**config.mk**
```make
export PLATFORM = sky130hd
export DESIGN_NAME = cpf_check_digit_validator
export DESIGN_NICKNAME = d
export VERILOG_FILES = /design/src/sv/cpfv_pkg.sv /design/src/sv/cpfv_dd_cell.sv /design/src/sv/cpfv_check.sv /design/src/sv/cpf_check_digit_validator.sv
export SDC_FILE = /design/constraint.sdc
export NUM_CORES = 2
export LEC_CHECK = 0
export BUFFER_PORTS_ARGS = -buffer_cell sky130_fd_sc_hd__buf_2
export CAP_MARGIN = 20
export CELL_PAD_IN_SITES_DETAIL_PLACEMENT = 0
export CELL_PAD_IN_SITES_GLOBAL_PLACEMENT = 1
export CORE_ASPECT_RATIO = 2
export CORE_MARGIN = 2
export CORE_UTILIZATION = 55
export DETAILED_ROUTE_END_ITERATION = 7
export GPL_TIMING_DRIVEN = 0
export PLACE_DENSITY_LB_ADDON = 0.08
export SYNTH_ARGS = -nofsm -noshare
export SYNTH_HDL_FRONTEND = slang
export SYNTH_HIERARCHICAL = 1
export SYNTH_SLANG_ARGS = --single-unit
```
**constraint.sdc**
```tcl
create_clock -name clk -period 96.1 [get_ports clk]
set_clock_uncertainty 0.15 [all_clocks]
set_input_delay 0 -clock clk [delete_from_list [all_inputs] [get_ports clk]]
set_output_delay 0 -clock clk [all_outputs]
set_load 0.005 [all_outputs]
```
**src/sv/cpfv_pkg.sv**
```systemverilog
// Shared types, widths and the mod-11 check digit function for the CPF validator.
package cpfv_pkg;

  localparam int unsigned NUM_W      = 37;
  localparam int unsigned DIGIT_W    = 4;
  localparam int unsigned NUM_DIGITS = 12;
  localparam int unsigned BCD_W      = NUM_DIGITS * DIGIT_W;
  localparam int unsigned SUM_W      = 10;
  localparam int unsigned IN_TDATA_W  = 40;
  localparam int unsigned OUT_TDATA_W = 48;

  // Reciprocal of 11 scaled by 2^RECIP_SHIFT, exact for sums below 2730
  localparam int unsigned RECIP_SHIFT = 14;
  localparam int unsigned RECIP_11    = 1490;
  localparam int unsigned MODULUS     = 11;

  typedef logic [NUM_W-1:0]   num_t;
  typedef logic [BCD_W-1:0]   bcd_t;
  typedef logic [DIGIT_W-1:0] digit_t;
  typedef logic [SUM_W-1:0]   sum_t;

  // Payload carried down the digit-conversion chain
  typedef struct packed {
    num_t num;
    bcd_t bcd;
  } dd_item_t;

  typedef struct packed {
    digit_t second_check;
    digit_t first_check;
    num_t   stored_number;
    logic   is_valid;
  } res_t;

  // r = s mod 11; check = 0 for r < 2, else 11 - r
  function automatic digit_t check_digit(input sum_t s);
    logic [SUM_W+10:0] prod;
    logic [6:0]        q;
    sum_t              q11;
    sum_t              r;
    prod = {11'd0, s} * (SUM_W + 11)'(RECIP_11);
    q    = prod[RECIP_SHIFT +: 7];
    q11  = SUM_W'({3'd0, q} * 10'(MODULUS));
    r    = s - q11;
    if (r < sum_t'(2)) begin
      check_digit = '0;
    end else begin
      check_digit = DIGIT_W'(sum_t'(MODULUS) - r);
    end
  endfunction

endpackage

```
**src/sv/cpfv_dd_cell.sv**
```systemverilog
// One shift-add-3 cell of the binary to BCD conversion chain.
module cpfv_dd_cell #(
  parameter int unsigned BIT_POS = 0
) (
  input  logic               clk,
  input  logic               rst_n,
  input  logic               adv,
  input  logic               valid_i,
  input  cpfv_pkg::dd_item_t item_i,
  output logic               valid_o,
  output cpfv_pkg::dd_item_t item_o
);

  logic               valid_r;
  logic               valid_nxt;
  cpfv_pkg::dd_item_t item_r;
  cpfv_pkg::dd_item_t item_nxt;
  cpfv_pkg::bcd_t     adj;

  // add 3 to every digit of 5 or more, then shift in the next binary bit
  always_comb begin
    for (int j = 0; j < cpfv_pkg::NUM_DIGITS; j++) begin
      if (item_i.bcd[j*cpfv_pkg::DIGIT_W +: cpfv_pkg::DIGIT_W] >= cpfv_pkg::digit_t'(5)) begin
        adj[j*cpfv_pkg::DIGIT_W +: cpfv_pkg::DIGIT_W] =
          item_i.bcd[j*cpfv_pkg::DIGIT_W +: cpfv_pkg::DIGIT_W] + cpfv_pkg::digit_t'(3);
      end else begin
        adj[j*cpfv_pkg::DIGIT_W +: cpfv_pkg::DIGIT_W] =
          item_i.bcd[j*cpfv_pkg::DIGIT_W +: cpfv_pkg::DIGIT_W];
      end
    end
    item_nxt.num = item_i.num;
    item_nxt.bcd = {adj[cpfv_pkg::BCD_W-2:0], item_i.num[BIT_POS]};
    valid_nxt    = valid_i;
  end

  always_ff @(posedge clk) begin
    if (!rst_n) begin
      valid_r <= 1'b0;
    end else if (adv) begin
      valid_r <= valid_nxt;
    end
  end

  always_ff @(posedge clk) begin
    if (adv) begin
      item_r <= item_nxt;
    end
  end

  assign valid_o = valid_r;
  assign item_o  = item_r;

endmodule

```
**src/sv/cpfv_check.sv**
```systemverilog
// Weighted digit sums, mod-11 reduction and validity compare, three stages.
module cpfv_check (
  input  logic               clk,
  input  logic               rst_n,
  input  logic               adv,
  input  logic               valid_i,
  input  cpfv_pkg::dd_item_t item_i,
  output logic               valid_o,
  output cpfv_pkg::res_t     res_o
);

  // stage 1: sums
  logic              s1_v_r;
  cpfv_pkg::sum_t    s1_sum1_r, s1_sum1_nxt;
  cpfv_pkg::sum_t    s1_sum2_r, s1_sum2_nxt;
  cpfv_pkg::digit_t  s1_tens_r;
  cpfv_pkg::digit_t  s1_units_r;
  logic              s1_big_r;
  cpfv_pkg::num_t    s1_num_r;
  // stage 2: first check digit
  logic              s2_v_r;
  cpfv_pkg::digit_t  s2_d1_r;
  cpfv_pkg::sum_t    s2_sum2_r;
  cpfv_pkg::digit_t  s2_tens_r;
  cpfv_pkg::digit_t  s2_units_r;
  logic              s2_big_r;
  cpfv_pkg::num_t    s2_num_r;
  // stage 3: result
  logic              s3_v_r;
  cpfv_pkg::res_t    s3_res_r, s3_res_nxt;
  cpfv_pkg::digit_t  d2;

  // base digits sit at decimal places 2..10; weight is the place (first) or place+1 (second)
  always_comb begin
    s1_sum1_nxt = '0;
    s1_sum2_nxt = '0;
    for (int j = 2; j <= 10; j++) begin
      s1_sum1_nxt = s1_sum1_nxt +
        cpfv_pkg::sum_t'(item_i.bcd[j*cpfv_pkg::DIGIT_W +: cpfv_pkg::DIGIT_W]) *
        cpfv_pkg::sum_t'(j);
      s1_sum2_nxt = s1_sum2_nxt +
        cpfv_pkg::sum_t'(item_i.bcd[j*cpfv_pkg::DIGIT_W +: cpfv_pkg::DIGIT_W]) *
        cpfv_pkg::sum_t'(j + 1);
    end
  end

  always_comb begin
    d2 = cpfv_pkg::check_digit(s2_sum2_r + {5'd0, s2_d1_r, 1'b0});
    s3_res_nxt.first_check  = s2_d1_r;
    s3_res_nxt.second_check = d2;
    s3_res_nxt.is_valid     = !s2_big_r && (s2_tens_r == s2_d1_r) && (s2_units_r == d2);
    s3_res_nxt.stored_number = s3_res_nxt.is_valid ? s2_num_r : '0;
  end

  always_ff @(posedge clk) begin
    if (!rst_n) begin
      s1_v_r <= 1'b0;
      s2_v_r <= 1'b0;
      s3_v_r <= 1'b0;
    end else if (adv) begin
      s1_v_r <= valid_i;
      s2_v_r <= s1_v_r;
      s3_v_r <= s2_v_r;
    end
  end

  always_ff @(posedge clk) begin
    if (adv) begin
      s1_sum1_r  <= s1_sum1_nxt;
      s1_sum2_r  <= s1_sum2_nxt;
      s1_tens_r  <= item_i.bcd[cpfv_pkg::DIGIT_W +: cpfv_pkg::DIGIT_W];
      s1_units_r <= item_i.bcd[0 +: cpfv_pkg::DIGIT_W];
      s1_big_r   <= item_i.bcd[cpfv_pkg::BCD_W-1 -: cpfv_pkg::DIGIT_W] != '0;
      s1_num_r   <= item_i.num;
      s2_d1_r    <= cpfv_pkg::check_digit(s1_sum1_r);
      s2_sum2_r  <= s1_sum2_r;
      s2_tens_r  <= s1_tens_r;
      s2_units_r <= s1_units_r;
      s2_big_r   <= s1_big_r;
      s2_num_r   <= s1_num_r;
      s3_res_r   <= s3_res_nxt;
    end
  end

  assign valid_o = s3_v_r;
  assign res_o   = s3_res_r;

endmodule

```
**src/sv/cpf_check_digit_validator.sv**
```systemverilog
// Top level: BCD conversion chain, check digit stages and output skid.
//
//  channel | dir | handshake           | payload
//  in_     | in  | in_tvalid/in_tready | in_tdata: id_number
//  out_    | out | out_tvalid/out_tready | out_tdata: is_valid, stored_number,
//          |     |                     |   first_check, second_check
//
// One item per cycle while the skid register is empty. The item enters the first of
// 37 chain cells (one binary bit each) at the accepting edge, then passes three check
// stages and the output register.
// rst_n is synchronous and clears all valid flags; payload registers are not reset.
// The whole pipe stalls only while the skid register holds a result, so the
// block keeps accepting items while one finished result waits at the output.
module cpf_check_digit_validator (
  input  logic        clk,
  input  logic        rst_n,
  input  logic        in_tvalid,
  output logic        in_tready,
  input  logic [39:0] in_tdata,   // [36:0] id_number, [39:37] zero
  output logic        out_tvalid,
  input  logic        out_tready,
  output logic [47:0] out_tdata   // [0] is_valid, [37:1] stored_number,
                                  // [41:38] first_check, [45:42] second_check, [47:46] zero
);

  localparam int unsigned NCELL = cpfv_pkg::NUM_W;

  logic               adv;
  logic               chain_v [0:NCELL];
  cpfv_pkg::dd_item_t chain_item [0:NCELL];
  logic               res_v;
  cpfv_pkg::res_t     res;
  logic               push;
  logic               out_v_r, out_v_nxt;
  cpfv_pkg::res_t     out_res_r, out_res_nxt;
  logic               skid_v_r, skid_v_nxt;
  cpfv_pkg::res_t     skid_res_r;

  assign adv       = !skid_v_r;
  assign in_tready = adv;

  assign chain_v[0]        = in_tvalid;
  assign chain_item[0].num = in_tdata[cpfv_pkg::NUM_W-1:0];
  assign chain_item[0].bcd = '0;

  // cell k shifts in binary bit NUM_W-1-k, MSB first
  for (genvar k = 0; k < NCELL; k++) begin : g_cell
    cpfv_dd_cell #(
      .BIT_POS(NCELL - 1 - k)
    ) u_cell (
      .clk    (clk),
      .rst_n  (rst_n),
      .adv    (adv),
      .valid_i(chain_v[k]),
      .item_i (chain_item[k]),
      .valid_o(chain_v[k+1]),
      .item_o (chain_item[k+1])
    );
  end

  cpfv_check u_check (
    .clk    (clk),
    .rst_n  (rst_n),
    .adv    (adv),
    .valid_i(chain_v[NCELL]),
    .item_i (chain_item[NCELL]),
    .valid_o(res_v),
    .res_o  (res)
  );

  assign push = res_v && adv;

  always_comb begin
    out_v_nxt   = out_v_r;
    out_res_nxt = out_res_r;
    skid_v_nxt  = skid_v_r;
    if (!out_v_r || out_tready) begin
      if (skid_v_r) begin
        out_v_nxt   = 1'b1;
        out_res_nxt = skid_res_r;
        skid_v_nxt  = 1'b0;
      end else begin
        out_v_nxt   = push;
        out_res_nxt = res;
      end
    end else if (push) begin
      skid_v_nxt = 1'b1;
    end
  end

  always_ff @(posedge clk) begin
    if (!rst_n) begin
      out_v_r  <= 1'b0;
      skid_v_r <= 1'b0;
    end else begin
      out_v_r  <= out_v_nxt;
      skid_v_r <= skid_v_nxt;
    end
  end

  always_ff @(posedge clk) begin
    out_res_r <= out_res_nxt;
    if (push && out_v_r && !out_tready) begin
      skid_res_r <= res;
    end
  end

  assign out_tvalid = out_v_r;
  assign out_tdata  = {2'b00, out_res_r};

  // skid holds an item only behind a waiting output
  a_skid_behind_out: assert property (@(posedge clk) disable iff (!rst_n)
    skid_v_r |-> out_v_r)
    else $error("skid full while output empty");

  a_skid_on_stall: assert property (@(posedge clk) disable iff (!rst_n)
    $rose(skid_v_r) |-> $past(out_v_r && !out_tready && res_v))
    else $error("skid filled without a stalled output");

  a_digits_decimal: assert property (@(posedge clk) disable iff (!rst_n)
    out_v_r |-> (out_res_r.first_check <= 4'd9) && (out_res_r.second_check <= 4'd9))
    else $error("check digit out of decimal range");

  a_invalid_zero: assert property (@(posedge clk) disable iff (!rst_n)
    (out_v_r && !out_res_r.is_valid) |-> (out_res_r.stored_number == '0))
    else $error("invalid item with nonzero stored number");

endmodule
```
==> reports/results.txt <==
CP max-delay cell: xor2_1
critical path's largest stage delay: 0.69 ns
post-CTS setup buffers: 0
RSZ-0062 raised after global routing: no
clk slew on worst S/H paths: 0.06 ns
Worst setup SP type: register
DRC violations left: 0
predominant post-synthesis flop cell: edfxtp_1
synth top area cells: edfxtp_1, ha_1, nand2_1
pin count of the biggest net entering global routing: 158
Nets: 13,700
WL/cell: 15.0 um
Crit Path Category: reg2reg
clk_lat worst skew: 0.87 ns
CTS buffer count: 309
Total GRT Usage: 16.9%
first-pass GRT wire length: 400,000 um
TritonRoute pass-1 iters: 5
Fin Hold WS: 0.184 ns
hold buffers post-CTS: 81
DRT antenna net count: 0
FMAX: 0.0909 GHz
post-route clock period utilization: 11.5%
Mapped Avg Cell Area: 13.6 um2
CTS root buf: clkbuf_16
Critical Path Fanout Max: 10
endpoints failing setup: 0
Total Wirelength: 245,000 um
DIE AREA: 0.292 mm2
min Tclk post-route: 11.01 ns
share of layout cells above drive strength 1: 8.75%
initial drt markers: 3,424
Critical Path Most Common Cell: ha_1
CTS H-tree lvls: 5
gr ovfl total: 0
Syn-to-layout area delta: 10.8%
Synth area leader: edfxtp_1
Placer Congestion: 0.793
Cells after Synth: 11,600
placed wire-length estimate: 169,000 um
core area: 0.286 mm2
headroom to the max-slew limit: 31.0%
worst path required time: 96.65 ns
CTS tree: done
Yosys reg bits: 3,414
hold crit path type: in2reg
Synth top area share: 64.1%
Via Count: 82,100
FP Rows: 278
Worst Max-Slew Pin Slew: 1.03 ns
status: complete, no violations
Yosys warning total: 6
starting density of the core: 55.2%
sequential fraction of the synthesis area: 64.6%
CP Capture Type: register
final hold viol count: 0
synthesized area: 0.158 mm2
synth cell count leaders: edfxtp_1, nand2_1, inv_1
Worst Path Arrival: 11.56 ns
IO buf count: 88
post-synth cell types: 62
Max Buffers Root-to-Sink: 4
initial antenna violation count: 7
MaxCap Viol Count: 0
Die X: 383 um
num ports: 94
Via-to-Cell Ratio: 5.02
final slew viol count: 0
vias in the first global route: 85,700
Post-synth EDFFs: 3,372
post_cts resized: 0
DIE HEIGHT: 762 um
clock sinks: 3,414
most common cell in the netlist: edfxtp_1
fraction of registers with async set/reset: 0%
[flip-flops by register name, summed over array words and instances (netlist names), 4 cells and up]
register               flops
u_check/s1_sum2_r         10
u_check/res_o             46
u_check/s2_sum2_r         10
out_tdata                 46
u_check/s1_num_r          37
u_check/s2_units_r         4
u_check/s1_tens_r          4
u_check/s2_d1_r            4
g_cell.u_cell/item_o    3108
skid_res_r                46
g_cell.u_cell/valid_o     37
u_check/s2_tens_r          4
u_check/s1_sum1_r         10
u_check/s1_units_r         4
u_check/s2_num_r          37
[path summary, 6_finish.rpt]
kind,start,end,slack [ns],cells after the start
min,rst_n,u_check/valid_o,0.18,3
max reg2reg,u_check/s2_d1_r[1],u_check/res_o[36],85.09,34
max,u_check/s2_d1_r[1],u_check/res_o[36],85.09,34
min reg2reg,g_cell[33].u_cell/item_o[76],g_cell[34].u_cell/item_o[76],0.22,0
[cells by family (layout without fill, tap and decap cells)]
family / Yosys count / in the layout / synth area share [%]
and+or+nand+nor: 3193 / 3193 / 9.08
adders and majority gates: 1321 / 1321 / 11.2
DFF: 3414 / 3414 / 64.6
xor gates and xnor gates: 519 / 519 / 2.88
AOI/OAI and AO/OA: 1416 / 1416 / 5.73
muxes: 531 / 531 / 3.42
buffers and inverters: 1238 / 1983 / 3.06
other: 1 / 187 / 0.00237
[metal layers]
metal	part of all wire, %	GRT usage [%]
met2	62	36.8
met3	2.3	2.03
met5	0	0
met1	32	14.5
met4	4.1	6.86
[cell usage in the layout, fill, tap and decap left out, types with 9 or more instances in the layout]
master and count:
fa_1 164, nand2b_1 859, clkbuf_1 82, o21ai_0 428, diode_2 22, buf_2 93, clkinvlp_4 9, buf_4 44
clkinv_8 9, a21oi_1 42, buf_16 28, a21boi_1 11, xnor2_1 488, clkinv_2 46, nand2_1 1758, ha_1 1157
mux2i_1 484, bufinv_16 18, a21boi_2 10, a21boi_0 19, nor2b_1 49, clkbuf_16 313, mux2_2 39, dlygate4sd3_1 81
a21o_1 16, nor2_1 492, conb_1 165, edfxtp_1 3372, o21ai_1 407, dfxtp_1 42, a21oi_2 444, xor2_1 31
clkinv_1 45, inv_1 1184
[cell type report]
cell class	instances	area [um2]
diodes	22	55.1
plain buffers	53	389
clock buffers	399	8220
clock inverters	142	1390
fillers	21500	111000
inverters	1185	4460
multi-input cells	7145	51800
flip-flops and latches	3414	102000
well taps	3780	4730
repair buffers	204	2100
[stage by stage]
| stage | worst slack, ns | utilization [%] | setup TNS (ns) | instance area (um2) | std cells |
|---|---|---|---|---|---|
| finish | 85.09 | 61.2 | 0 | 175000 | 16300 |
| global route | 84.49 | 61.2 | 0 | 175000 | 16300 |
| CTS | 84.90 | 61.2 | 0 | 175000 | 16300 |
| detailed placement | 84.92 | 57.5 | 0 | 165000 | 15700 |
| global placement | -1.73 | 57.2 | -1.73 | 164000 | 15700 |
| floorplan | 26.70 | - | 0 | 159000 | 11800 |
[critical path, delay by kind of cell, from the launching register on]
kind                     cells  cell delay (ns)
flip-flops                   1             0.59
AND/OR/NAND/NOR              6             1.83
adder cells (fa/ha/maj)     11             4.32
XOR/XNOR                     4             1.32
AO/OA/AOI/OAI                9             1.88
buffers and inverters        4             0.74
Power is not shown: default switching activity piles up to over one toggle a cycle in this logic, so the estimate is an artifact.
